`src/rtl/pvs_pkg.sv`:
```
`timescale 1ns / 1ps
// ----------------------------------------------------------------------------
// pvs_pkg
// Shared types, constants and helpers for the polar velocity smoother.
// ----------------------------------------------------------------------------
package pvs_pkg;

    localparam int CORDIC_STEPS = 20;
    localparam int ISQRT_STEPS  = 16;

    // 1/K of the 20-step CORDIC, Q1.30
    localparam logic signed [33:0] CORDIC_INV_GAIN = 34'sd652032874;

    localparam logic [16:0] WEIGHT_ONE = 17'd65536;

    localparam logic [16:0] SPEED_ALPHA_RST   = 17'd16384;
    localparam logic [16:0] HEADING_ALPHA_RST = 17'd16384;
    localparam logic [14:0] SNAP_TOL_RST      = 15'd0;
    localparam logic [15:0] DEADZONE_RST      = 16'd1638;

    localparam logic [7:0] CFG_SPEED_ALPHA   = 8'd0;
    localparam logic [7:0] CFG_HEADING_ALPHA = 8'd1;
    localparam logic [7:0] CFG_SNAP_TOL      = 8'd2;
    localparam logic [7:0] CFG_DEADZONE      = 8'd3;

    localparam logic signed [51:0] ROUND_Q30 = 52'sd536870912;
    localparam logic signed [51:0] ROUND_Q16 = 52'sd32768;

    typedef enum logic [3:0] {
        ST_IDLE,
        ST_MAG_X,
        ST_MAG_Y,
        ST_DZ,
        ST_VEC,
        ST_TGT,
        ST_ROT1,
        ST_SCALE,
        ST_HSTEP,
        ST_SPD0,
        ST_SPD1,
        ST_ROT2,
        ST_OUTX,
        ST_OUTY,
        ST_OUT
    } state_t;

    typedef struct packed {
        logic load_vec;
        logic load_rot;
        logic step;
    } cordic_ctl_t;

    function automatic logic [31:0] atan_at(input logic [4:0] i);
        logic [31:0] v;
        case (i)
            5'd0:    v = 32'd536870912;
            5'd1:    v = 32'd316933406;
            5'd2:    v = 32'd167458907;
            5'd3:    v = 32'd85004756;
            5'd4:    v = 32'd42667331;
            5'd5:    v = 32'd21354465;
            5'd6:    v = 32'd10679838;
            5'd7:    v = 32'd5340245;
            5'd8:    v = 32'd2670163;
            5'd9:    v = 32'd1335087;
            5'd10:   v = 32'd667544;
            5'd11:   v = 32'd333772;
            5'd12:   v = 32'd166886;
            5'd13:   v = 32'd83443;
            5'd14:   v = 32'd41722;
            5'd15:   v = 32'd20861;
            5'd16:   v = 32'd10430;
            5'd17:   v = 32'd5215;
            5'd18:   v = 32'd2608;
            5'd19:   v = 32'd1304;
            default: v = 32'd0;
        endcase
        return v;
    endfunction

    function automatic logic signed [16:0] sat17(input logic signed [51:0] v);
        logic signed [16:0] r;
        if (v > 52'sd65535) begin
            r = 17'sd65535;
        end else if (v < -52'sd65536) begin
            r = -17'sd65536;
        end else begin
            r = v[16:0];
        end
        return r;
    endfunction

endpackage

```
`src/rtl/pvs_cordic.sv`:
```
`timescale 1ns / 1ps
// ----------------------------------------------------------------------------
// pvs_cordic
// Shared CORDIC engine, one micro-rotation per step: vectoring (atan2) or
// rotation (cos/sin of a 16-bit angle with quadrant fold).
// ----------------------------------------------------------------------------
module pvs_cordic (
    input  logic                aclk,
    input  pvs_pkg::cordic_ctl_t ctl,
    input  logic signed [15:0]  vel_x,
    input  logic signed [15:0]  vel_y,
    input  logic [15:0]         angle,
    input  logic [4:0]          iter,
    output logic signed [33:0]  cos_out,
    output logic signed [33:0]  sin_out,
    output logic [31:0]         angle_out
);

    logic signed [33:0] x_reg, x_next;
    logic signed [33:0] y_reg, y_next;
    logic signed [33:0] z_reg, z_next;
    logic               vec_reg, vec_next;
    logic               flip_reg, flip_next;

    logic signed [33:0] dx, dy, atn, vx_e, vy_e, zi;
    logic               up;

    always_comb begin
        dx   = x_reg >>> iter;
        dy   = y_reg >>> iter;
        atn  = 34'($unsigned(pvs_pkg::atan_at(iter)));
        up   = vec_reg ? (y_reg <= 34'sd0) : (z_reg >= 34'sd0);
        vx_e = 34'(vel_x);
        vy_e = 34'(vel_y);
        zi   = {{2{angle[15]}}, angle, 16'd0};

        x_next    = x_reg;
        y_next    = y_reg;
        z_next    = z_reg;
        vec_next  = vec_reg;
        flip_next = flip_reg;

        if (ctl.load_vec) begin
            vec_next  = 1'b1;
            flip_next = 1'b0;
            if (vel_x < 16'sd0) begin
                x_next = (-vx_e) <<< 14;
                y_next = (-vy_e) <<< 14;
                z_next = 34'sh0_8000_0000;
            end else begin
                x_next = vx_e <<< 14;
                y_next = vy_e <<< 14;
                z_next = 34'sd0;
            end
        end else if (ctl.load_rot) begin
            vec_next = 1'b0;
            x_next   = pvs_pkg::CORDIC_INV_GAIN;
            y_next   = 34'sd0;
            // fold back half of the circle into +-90 degrees
            if (zi > 34'sd1073741824) begin
                z_next    = zi - 34'sd2147483648;
                flip_next = 1'b1;
            end else if (zi < -34'sd1073741824) begin
                z_next    = zi + 34'sd2147483648;
                flip_next = 1'b1;
            end else begin
                z_next    = zi;
                flip_next = 1'b0;
            end
        end else if (ctl.step) begin
            if (up) begin
                x_next = x_reg - dy;
                y_next = y_reg + dx;
                z_next = z_reg - atn;
            end else begin
                x_next = x_reg + dy;
                y_next = y_reg - dx;
                z_next = z_reg + atn;
            end
        end
    end

    always_ff @(posedge aclk) begin
        x_reg    <= x_next;
        y_reg    <= y_next;
        z_reg    <= z_next;
        vec_reg  <= vec_next;
        flip_reg <= flip_next;
    end

    assign cos_out   = flip_reg ? -x_reg : x_reg;
    assign sin_out   = flip_reg ? -y_reg : y_reg;
    assign angle_out = z_reg[31:0];

endmodule

```
`src/rtl/polar_velocity_smoother.sv`:
```
`timescale 1ns / 1ps
// ----------------------------------------------------------------------------
// polar_velocity_smoother
// Polar-form smoothing of a joystick velocity vector.
// ----------------------------------------------------------------------------
// Input stream s_*: one item per velocity sample, s_tdata = {vel_y, vel_x}.
// Output stream m_*: one item per input, m_tdata = {smooth_y, smooth_x}.
// Config channel cfg_*: always ready; index 0 speed_alpha, 1 heading_alpha,
// 2 snap_tolerance, 3 deadzone; other indexes are dropped. Write only while
// the block is idle.
// One item at a time: s_tready is high only in idle. A deadzone sample skips
// the atan2 pass; a heading jump of more than 90 degrees adds a pass for the
// cos of the jump. The latency is set by the passes of the shared CORDIC
// engine (atan2, optional cos of the jump, sin/cos of the heading); the square
// root runs beside the atan2 pass. A single 34x18 multiplier serves every
// product, one per cycle.
// The result stays in the output register until m_tready; the next item is
// taken the cycle after. Reset (aresetn low, synchronous) clears speed and
// heading and loads the register defaults.
// ----------------------------------------------------------------------------
module polar_velocity_smoother (
    input  logic        aclk,
    input  logic        aresetn,
    input  logic        s_tvalid,
    output logic        s_tready,
    input  logic [31:0] s_tdata,   // [15:0] vel_x, [31:16] vel_y
    output logic        m_tvalid,
    input  logic        m_tready,
    output logic [39:0] m_tdata,   // [16:0] smooth_x, [33:17] smooth_y, zero pad
    input  logic        cfg_valid,
    output logic        cfg_ready,
    input  logic [7:0]  cfg_index,
    input  logic [16:0] cfg_data
);

    pvs_pkg::state_t state_reg, state_next;

    logic [16:0] speed_alpha_reg, heading_alpha_reg;
    logic [14:0] snap_tol_reg;
    logic [15:0] deadzone_reg;

    logic signed [15:0] vx_reg, vx_next, vy_reg, vy_next;
    logic signed [51:0] acc_reg, acc_next;
    logic               active_reg, active_next;
    logic [32:0]        sq_s_reg, sq_s_next, sq_r_reg, sq_r_next;
    logic [16:0]        target_reg, target_next;
    logic [15:0]        t_reg, t_next;
    logic signed [15:0] d_reg, d_next;
    logic signed [16:0] speed_reg, speed_next;
    logic [15:0]        heading_reg, heading_next;
    logic signed [16:0] outx_reg, outx_next, outy_reg, outy_next;
    logic [4:0]         it_reg, it_next;

    logic signed [33:0] mul_a;
    logic signed [17:0] mul_b;
    logic signed [51:0] prod;

    pvs_pkg::cordic_ctl_t cctl;
    logic [15:0]          c_angle;
    logic signed [33:0]   c_cos, c_sin;
    logic [31:0]          c_ang;

    logic [16:0]        aspd, ahdg;
    logic [31:0]        ang_rnd;
    logic [15:0]        t_raw, card, t_sel;
    logic signed [15:0] diff, d_cmb;
    logic [16:0]        adiff;
    logic               big;
    logic [32:0]        sq_bit, sq_trial;
    logic signed [51:0] hstep, spd_sum;
    logic               last_it;

    pvs_cordic u_cordic (
        .aclk      (aclk),
        .ctl       (cctl),
        .vel_x     (vx_reg),
        .vel_y     (vy_reg),
        .angle     (c_angle),
        .iter      (it_reg),
        .cos_out   (c_cos),
        .sin_out   (c_sin),
        .angle_out (c_ang)
    );

    assign aspd    = (speed_alpha_reg > pvs_pkg::WEIGHT_ONE) ?
                     pvs_pkg::WEIGHT_ONE : speed_alpha_reg;
    assign ahdg    = (heading_alpha_reg > pvs_pkg::WEIGHT_ONE) ?
                     pvs_pkg::WEIGHT_ONE : heading_alpha_reg;
    assign last_it = (it_reg == 5'(pvs_pkg::CORDIC_STEPS - 1));

    // target heading: round atan2, then cardinal snap; a deadzone sample keeps the current heading
    always_comb begin
        ang_rnd = c_ang + 32'h0000_8000;
        t_raw   = ang_rnd[31:16];
        card    = (t_raw + 16'd8192) & 16'hC000;
        diff    = $signed(t_raw - card);
        adiff   = diff[15] ? (17'd0 - 17'(diff)) : 17'(diff);
        t_sel   = t_raw;
        if (snap_tol_reg != 15'd0 && adiff <= {2'b00, snap_tol_reg}) begin
            t_sel = card;
        end
        if (!active_reg) begin
            t_sel = heading_reg;
        end
        d_cmb = $signed(t_sel - heading_reg);
        big   = (d_cmb > 16'sd16384) || (d_cmb < -16'sd16384);
    end

    // shared multiplier operand select
    always_comb begin
        mul_a = 34'sd0;
        mul_b = 18'sd0;
        case (state_reg)
            pvs_pkg::ST_MAG_X: begin
                mul_a = 34'(vx_reg);
                mul_b = 18'(vx_reg);
            end
            pvs_pkg::ST_MAG_Y: begin
                mul_a = 34'(vy_reg);
                mul_b = 18'(vy_reg);
            end
            pvs_pkg::ST_DZ: begin
                mul_a = $signed({18'd0, deadzone_reg});
                mul_b = $signed({2'd0, deadzone_reg});
            end
            pvs_pkg::ST_SCALE: begin
                mul_a = c_cos;
                mul_b = 18'(speed_reg);
            end
            pvs_pkg::ST_HSTEP: begin
                mul_a = 34'(d_reg);
                mul_b = $signed({1'b0, ahdg});
            end
            pvs_pkg::ST_SPD0: begin
                mul_a = 34'(speed_reg);
                mul_b = $signed({1'b0, pvs_pkg::WEIGHT_ONE - aspd});
            end
            pvs_pkg::ST_SPD1: begin
                mul_a = $signed({17'd0, target_reg});
                mul_b = $signed({1'b0, aspd});
            end
            pvs_pkg::ST_OUTX: begin
                mul_a = c_cos;
                mul_b = 18'(speed_reg);
            end
            pvs_pkg::ST_OUTY: begin
                mul_a = c_sin;
                mul_b = 18'(speed_reg);
            end
            default: begin
                mul_a = 34'sd0;
                mul_b = 18'sd0;
            end
        endcase
    end

    assign prod = 52'(mul_a) * 52'(mul_b);

    // next state
    always_comb begin
        state_next = state_reg;
        case (state_reg)
            pvs_pkg::ST_IDLE:  if (s_tvalid) state_next = pvs_pkg::ST_MAG_X;
            pvs_pkg::ST_MAG_X: state_next = pvs_pkg::ST_MAG_Y;
            pvs_pkg::ST_MAG_Y: state_next = pvs_pkg::ST_DZ;
            pvs_pkg::ST_DZ: begin
                state_next = (acc_reg > prod) ? pvs_pkg::ST_VEC : pvs_pkg::ST_TGT;
            end
            pvs_pkg::ST_VEC:   if (last_it) state_next = pvs_pkg::ST_TGT;
            pvs_pkg::ST_TGT: begin
                state_next = big ? pvs_pkg::ST_ROT1 : pvs_pkg::ST_HSTEP;
            end
            pvs_pkg::ST_ROT1:  if (last_it) state_next = pvs_pkg::ST_SCALE;
            pvs_pkg::ST_SCALE: state_next = pvs_pkg::ST_SPD0;
            pvs_pkg::ST_HSTEP: state_next = pvs_pkg::ST_SPD0;
            pvs_pkg::ST_SPD0:  state_next = pvs_pkg::ST_SPD1;
            pvs_pkg::ST_SPD1:  state_next = pvs_pkg::ST_ROT2;
            pvs_pkg::ST_ROT2:  if (last_it) state_next = pvs_pkg::ST_OUTX;
            pvs_pkg::ST_OUTX:  state_next = pvs_pkg::ST_OUTY;
            pvs_pkg::ST_OUTY:  state_next = pvs_pkg::ST_OUT;
            pvs_pkg::ST_OUT:   if (m_tready) state_next = pvs_pkg::ST_IDLE;
            default:           state_next = pvs_pkg::ST_IDLE;
        endcase
    end

    // handshake and CORDIC control
    always_comb begin
        s_tready      = (state_reg == pvs_pkg::ST_IDLE);
        m_tvalid      = (state_reg == pvs_pkg::ST_OUT);
        cctl.load_vec = (state_reg == pvs_pkg::ST_DZ);
        cctl.load_rot = (state_reg == pvs_pkg::ST_TGT) || (state_reg == pvs_pkg::ST_SPD1);
        cctl.step     = (state_reg == pvs_pkg::ST_VEC) || (state_reg == pvs_pkg::ST_ROT1) ||
                        (state_reg == pvs_pkg::ST_ROT2);
        c_angle       = (state_reg == pvs_pkg::ST_TGT) ? d_cmb : heading_next;
    end

    assign cfg_ready = 1'b1;
    assign m_tdata   = {6'd0, outy_reg, outx_reg};

    // datapath
    always_comb begin
        vx_next      = vx_reg;
        vy_next      = vy_reg;
        acc_next     = acc_reg;
        active_next  = active_reg;
        sq_s_next    = sq_s_reg;
        sq_r_next    = sq_r_reg;
        target_next  = target_reg;
        t_next       = t_reg;
        d_next       = d_reg;
        speed_next   = speed_reg;
        heading_next = heading_reg;
        outx_next    = outx_reg;
        outy_next    = outy_reg;
        it_next      = it_reg;

        sq_bit   = 33'h0_4000_0000 >> {it_reg[3:0], 1'b0};
        sq_trial = sq_r_reg + sq_bit;
        hstep    = (prod + pvs_pkg::ROUND_Q16) >>> 16;
        spd_sum  = (acc_reg + prod + pvs_pkg::ROUND_Q16) >>> 16;

        case (state_reg)
            pvs_pkg::ST_IDLE: begin
                if (s_tvalid) begin
                    vx_next = $signed(s_tdata[15:0]);
                    vy_next = $signed(s_tdata[31:16]);
                end
            end
            pvs_pkg::ST_MAG_X: acc_next = prod;
            pvs_pkg::ST_MAG_Y: acc_next = acc_reg + prod;
            pvs_pkg::ST_DZ: begin
                active_next = (acc_reg > prod);
                sq_s_next   = acc_reg[32:0];
                sq_r_next   = 33'd0;
                it_next     = 5'd0;
            end
            pvs_pkg::ST_VEC: begin
                // integer square root, one result bit per cycle
                if (it_reg < 5'(pvs_pkg::ISQRT_STEPS)) begin
                    if (sq_s_reg >= sq_trial) begin
                        sq_s_next = sq_s_reg - sq_trial;
                        sq_r_next = (sq_r_reg >> 1) + sq_bit;
                    end else begin
                        sq_r_next = sq_r_reg >> 1;
                    end
                end
                it_next = it_reg + 5'd1;
            end
            pvs_pkg::ST_TGT: begin
                target_next = active_reg ?
                              (17'(sq_r_reg) + 17'(sq_s_reg > sq_r_reg)) : 17'd0;
                t_next      = t_sel;
                d_next      = d_cmb;
                it_next     = 5'd0;
            end
            pvs_pkg::ST_ROT1: it_next = it_reg + 5'd1;
            pvs_pkg::ST_SCALE: begin
                speed_next   = pvs_pkg::sat17((prod + pvs_pkg::ROUND_Q30) >>> 30);
                heading_next = t_reg;
            end
            pvs_pkg::ST_HSTEP: heading_next = heading_reg + hstep[15:0];
            pvs_pkg::ST_SPD0:  acc_next = prod;
            pvs_pkg::ST_SPD1: begin
                speed_next = pvs_pkg::sat17(spd_sum);
                it_next    = 5'd0;
            end
            pvs_pkg::ST_ROT2: it_next = it_reg + 5'd1;
            pvs_pkg::ST_OUTX: outx_next = pvs_pkg::sat17((prod + pvs_pkg::ROUND_Q30) >>> 30);
            pvs_pkg::ST_OUTY: outy_next = pvs_pkg::sat17((prod + pvs_pkg::ROUND_Q30) >>> 30);
            default: begin
            end
        endcase
    end

    always_ff @(posedge aclk) begin
        if (!aresetn) begin
            state_reg         <= pvs_pkg::ST_IDLE;
            speed_reg         <= 17'sd0;
            heading_reg       <= 16'd0;
            speed_alpha_reg   <= pvs_pkg::SPEED_ALPHA_RST;
            heading_alpha_reg <= pvs_pkg::HEADING_ALPHA_RST;
            snap_tol_reg      <= pvs_pkg::SNAP_TOL_RST;
            deadzone_reg      <= pvs_pkg::DEADZONE_RST;
        end else begin
            state_reg   <= state_next;
            speed_reg   <= speed_next;
            heading_reg <= heading_next;
            if (cfg_valid) begin
                case (cfg_index)
                    pvs_pkg::CFG_SPEED_ALPHA:   speed_alpha_reg   <= cfg_data;
                    pvs_pkg::CFG_HEADING_ALPHA: heading_alpha_reg <= cfg_data;
                    pvs_pkg::CFG_SNAP_TOL:      snap_tol_reg      <= cfg_data[14:0];
                    pvs_pkg::CFG_DEADZONE:      deadzone_reg      <= cfg_data[15:0];
                    default: begin
                    end
                endcase
            end
        end
    end

    always_ff @(posedge aclk) begin
        vx_reg     <= vx_next;
        vy_reg     <= vy_next;
        acc_reg    <= acc_next;
        active_reg <= active_next;
        sq_s_reg   <= sq_s_next;
        sq_r_reg   <= sq_r_next;
        target_reg <= target_next;
        t_reg      <= t_next;
        d_reg      <= d_next;
        outx_reg   <= outx_next;
        outy_reg   <= outy_next;
        it_reg     <= it_next;
    end

endmodule

```
`config.mk`:
```
export PLATFORM = sky130hd
export DESIGN_NAME = polar_velocity_smoother
export DESIGN_NICKNAME = d
export VERILOG_FILES = /design/src/rtl/pvs_pkg.sv /design/src/rtl/pvs_cordic.sv /design/src/rtl/polar_velocity_smoother.sv
export SDC_FILE = /design/constraint.sdc
export NUM_CORES = 2
export LEC_CHECK = 0
export BUFFER_PORTS_ARGS = -buffer_cell sky130_fd_sc_hd__buf_2
export CAP_MARGIN = 30
export CORE_MARGIN = 4
export CORE_UTILIZATION = 39
export DETAILED_ROUTE_END_ITERATION = 10
export GPL_ROUTABILITY_DRIVEN = 0
export SYNTH_ARGS = -nofsm -noshare
export SYNTH_HDL_FRONTEND = slang
export SYNTH_HIERARCHICAL = 1
export SYNTH_SLANG_ARGS = --single-unit
```
`constraint.sdc`:
```
create_clock -name aclk -period 35.6 [get_ports aclk]
set_clock_uncertainty 0.05 [all_clocks]
set_input_delay 1.78 -clock aclk [delete_from_list [all_inputs] [get_ports aclk]]
set_output_delay 1.78 -clock aclk [all_outputs]
set_load 0.01 [all_outputs]
```
# [Word level (Yosys, flattened, before mapping)]
# Memories as Yosys holds them, arrays and structs flattened. A register that Yosys moved wholly into a read port is not among the register bits.
# Cells that the tools add are included.
[word_totals] romBits=960 output_inout_bits=43 input_bits=62 mem_count=1 word_cells=180 register_bits=445
[mem_list] name="(no name shown)" depth=32 width=30 read_ports=1 rd_ports_with_merged_regs=1 wr=0 line_no="pvs_pkg.sv:55" text="case (i)"
[op_classes] n_addsub=28 shifts=3 n_eq_ne=25 n_mul=1 n_lt_le_gt_ge=18 reduce_logical=27 mux=53
[ops] cell="34-bit two-way mux" count=18
[ops] cell="34-bit one-hot mux with 8 select lines" count=1
[ops] cell="33-bit two-way mux" count=4
[ops] cell="33-bit one-hot mux with 2 select lines" count=2
[ops] cell="18-bit one-hot mux with 7 select lines" count=1
[ops] cell="17-bit two-way mux" count=7
[ops] cell="52-bit one-hot mux with 2 select lines" count=1
[ops] cell="34-bit adder" count=2
[ops] cell="34-bit negation" count=2
[ops] cell="34-bit by 5-bit >>> shifter with 34-bit output" count=2
[ops] cell="34-bit subtractor" count=2
[ops] cell="4-bit one-hot mux with 14 select lines" count=1
[ops] cell="52-bit by 17-bit adder with 52-bit output, second input constant" count=1
[ops] cell="52-bit by 31-bit adder with 52-bit output, second input constant" count=1
[ops] cell="52-bit adder" count=1
[ops] cell="52-bit greater-than comparator" count=1
[ops] cell="34-bit by 18-bit multiplier with 52-bit output" count=1
[ops] cell="16-bit two-way mux" count=3
[ops] cell="16-bit negation with 20-bit output" count=2
[ops] cell="36-bit by 17-bit greater-than comparator with 1-bit output, second input constant" count=1
[ops] cell="36-bit by 17-bit less-than comparator with 1-bit output, second input constant" count=1
[ops] cell="32-bit by 33-bit adder with 34-bit output, second input constant" count=1
[ops] cell="34-bit by 33-bit adder with 34-bit output" count=1
[ops] cell="34-bit by 1-bit >= comparator with 1-bit output, second input constant" count=1
[ops] cell="56 further kinds" count=97

# [Depth between registers and ports, before layout]
[logic_depth] ltp_word=16 ltp_mapped=52 mapped_depth_nobuf=50

# [By module]
# The synthesis kept the hierarchy.
[by_module_without_submodules] module="polar_velocity_smoother" area_per_inst_um2=50254.4 instances=1 seq_area_each_um2=9218.8 cells_per_inst=5993
[by_module_without_submodules] module="pvs_cordic" area_per_inst_um2=18428.9 instances=1 seq_area_each_um2=3103.0 cells_per_inst=2245

# [Worst setup path after synthesis]
# No wires, ideal clock.
[synth_timing] path_type="flip-flop to flip-flop" from="reg u_cordic.y_reg[8]" to="reg speed_reg[13]" path_slack_ns=22.717 period_less_slack_ns=12.883 t_arrival_ns=12.753 stages_incl_launch_ff=50 path_cell_list="edfxtp_1 -> buf_2 -> or4_1 -> nor4_2 -> nand2b_1 -> or3_1 -> or3_1 -> clkbuf_1 -> o41ai_1 -> xnor2_1 -> a221o_1 -> clkbuf_1 -> clkbuf_1 -> nand2_1 -> fa_1 -> inv_1 -> fa_1 -> inv_1 -> (+14 left out) -> ha_1 -> clkbuf_1 -> a21oi_1 -> o211ai_1 -> o22ai_1 -> o21ai_0 -> a211oi_1 -> xor2_1 -> or4_1 -> or4_1 -> buf_2 -> or3_1 -> a221oi_2 -> nand4_1 -> o31ai_4 -> buf_6 -> nand2_2 -> a211oi_2"
[synth_between] elab_chain_cells=10 elab_cells_between_ends=16 cone_classes="add/sub: 4; mul: 1; order compare: 4; mux: 7"
[synth_lines] item="from (decl)" line_no="pvs_cordic.sv:20" text="logic signed [33:0] y_reg, y_next;"
[synth_lines] item="from (signal assigned)" line_no="pvs_cordic.sv:85" text="y_reg <= y_next;"
[synth_lines] item="34-bit negation *" line_no="pvs_cordic.sv:92" text="assign sin_out = flip_reg ? -y_reg : y_reg;"
[synth_lines] item="34-bit two-way mux *" line_no="pvs_cordic.sv:92"
[synth_lines] item="net c_sin[21]" line_no="polar_velocity_smoother.sv:60" text="logic signed [33:0] c_cos, c_sin;"
[synth_lines] item="34-bit one-hot mux with 8 select lines *" line_no="polar_velocity_smoother.sv:113" text="case (state_reg)"
[synth_lines] item="34-bit by 18-bit multiplier with 52-bit output *" line_no="polar_velocity_smoother.sv:157" text="assign prod = 52'(mul_a) * 52'(mul_b);"
[synth_lines] item="52-bit adder" line_no="polar_velocity_smoother.sv:220" text="spd_sum = (acc_reg + prod + pvs_pkg::ROUND_Q16) >>> 16;"
[synth_lines] item="52-bit by 17-bit adder with 52-bit output" line_no="polar_velocity_smoother.sv:220"
[synth_lines] item="36-bit by 17-bit less-than comparator with 1-bit output" line_no="pvs_pkg.sv:85" text="end else if (v < -52'sd65536) begin"
[synth_lines] item="17-bit two-way mux" line_no="pvs_pkg.sv:85"
[synth_lines] item="17-bit two-way mux" line_no="pvs_pkg.sv:83" text="if (v > 52'sd65535) begin"
[synth_lines] item="17-bit one-hot mux with 2 select lines *" line_no="polar_velocity_smoother.sv:222" text="case (state_reg)"
[synth_lines] item="to (signal assigned)" line_no="polar_velocity_smoother.sv:286" text="speed_reg <= speed_next;"
[synth_lines] item="to (decl)" line_no="polar_velocity_smoother.sv:49" text="logic signed [16:0] speed_reg, speed_next;"
# The timed path passes the listed nets; every way through them passes the cells marked *.
# A chain may end at the register's enable or synchronous reset.

# [Final worst setup path]
[layout_timing] from="reg u_cordic.y_reg[8]" to="reg speed_reg[7]"
# Same word-level chain as after synthesis.

==> impl_metrics.ini <==
[sta]
tightestPinTransition_ns = 1.09
hold_viol = 0
setup_violations = 0
drv_slew = 0
finalCritPeriodShare_pct = 43.5
rsz0062_at_grt = false
setup-tns-final_ns = 0
relSlewSlack_pct = 25.4
max_freq_mhz = 64.6
fin_crit_ns = 15.47

[floorplanning]
dieArea_mm2 = 0.183
dieWidth_um = 427
placementRows = 153
core_mm2 = 0.174
die_y_um = 427
start_util_pct = 39.3
io_pins = 105

[clocking]
cts_hold_buf = 0
cts.repair.resized = 0
htreeDepth = 2
cts.sinks = 445
clk_pin_slew_ns = 0.07
root_buffer = clkbuf_16
clk_latency_ns = 0.75
tritoncts = done
cts.path.max_buffers = 3
numCtsBuffers = 61
post_cts_buffers = 0

[global_route]
antenna_found_initial = 8
grt_start_max_net_pins = 87
grt_pass1_vias = 62205
grt.overflow.total = 0
grt_first_pass_wirelength_um = 387000
grtUsageTotal_pct = 27.6

[worst_setup_path]
critical_path.startpoint = u_cordic/y_reg[8]$_SDFFCE_PP0P_
critPathSlowestCell = a221o_1
cp_max_fo = 16
worstSetupPathType = flop to flop
critPathRequiredTime_ns = 36.16
cp_common_cell = fa_1
cp_data_arrival_time_ns = 16.04
cp_top_family = simple AND/OR/NAND/NOR gates
critPathLaunchType = flop
rr_startpoint = u_cordic/y_reg[8]$_SDFFCE_PP0P_
critical_path_buf_inv_count = 6
end_kind = flop
max_stage_delay_ns = 0.76

[final_layout]
largest_register_ffs = 52
layout.nets = 9233
drive_gt1_share_pct = 7.47
fill_cells = 17380
area_delta_synth_final_pct = 7.43

[drt]
routedWlPerCell_um = 24.5
drc_errors = 0
vias = 62921
finalWirelength_um = 256000
drt_pre_antenna_iters = 8
drt_iter0_markers = 7353
ant_nets = 0
vias_per_cell = 6.02

[flow_run]
max_cap_viol_count = 0

[min_path]
hold_path_class = flop to flop
min_from = deadzone_reg[12]$_SDFFE_PN0P_

[place]
detailed_place_hpwl_um = 201000
port_buffers = 97

[logic_synthesis]
synth_cells = 8223
syn_avg_cell_area_um2 = 8.34
syn_area_mm2 = 0.0686
yosysWarnings = 6

[status]
status = completed
final cells by class:
| cell class | count | area (um^2) | share of cell area (%) |
|---|---|---|---|
| flip-flops and latches | 445 | 12300 | 16.7 |
| clock inverters | 41 | 553 | 0.751 |
| multi-input cells | 6379 | 50900 | 69.1 |
| well taps | 2325 | 2910 | 3.95 |
| repair buffers | 241 | 1800 | 2.45 |
| clock buffers | 74 | 1630 | 2.21 |
| inverters | 937 | 3520 | 4.77 |
| diodes | 3 | 7.51 | 0.0102 |
tightest hold or removal path: stages (launching register included):
cell	delay, ns
dfxtp_1	0.31
nand2_1	0.05
a21boi_0	0.06
cell usage in the layout (no fill, tap or decap), types with 64 or more instances in the layout:
cell type,count
a21o_1,133
a21oi_1,440
dfxtp_1,103
fa_1,593
edfxtp_1,341
mux4_2,89
nand3_1,158
xnor2_1,357
nand2_1,1165
a31oi_1,87
buf_4,122
nand4_1,90
o21ai_0,384
and2_1,140
nor2_1,576
buf_2,101
o21bai_1,72
ha_1,513
nor2b_1,78
xor2_1,167
and3_1,64
a21boi_0,75
inv_1,931
nor3_1,117
a211oi_1,79
layer usage:
| metal | track usage, % | up-vias | share of wire, % |
|---|---|---|---|
| met1 | 35.2 | 30686 | 39 |
| met4 | 15.2 | 2 | 6.8 |
| li1 | - | 27971 | - |
| met5 | 0 | - | 0.0051 |
| met3 | 7.20 | 810 | 11 |
| met2 | 42.6 | 3452 | 43 |
per-stage QoR:
step | util [%] | instance area (um^2) | worst slack, ns | instances | hold slack [ns]
after floorplan | - | 68600 | 22.72 | 8228 | 0.391
after global placement | 40.7 | 71000 | 20.54 | 10301 | 0.408
after detailed placement | 40.9 | 71300 | 20.46 | 10320 | 0.411
after global routing | 42.2 | 73700 | 19.47 | 10443 | 0.450
after CTS | 42.2 | 73500 | 20.38 | 10435 | 0.420
final | 42.2 | 73700 | 20.13 | 10445 | 0.420
worst paths after layout:
check,slack (ns),to,depth (start not counted)
worst max register to register,20.13,speed_reg[7]$_SDFFE_PN0P_,43
worst min register to register,0.42,deadzone_reg[12]$_SDFFE_PN0P_,2
worst max-delay path,20.13,speed_reg[7]$_SDFFE_PN0P_,43
worst min-delay path,0.42,deadzone_reg[12]$_SDFFE_PN0P_,2
Power is left out: the tool's default activity adds up to more than one toggle a clock period on the data nets, which glitch-free logic cannot reach.
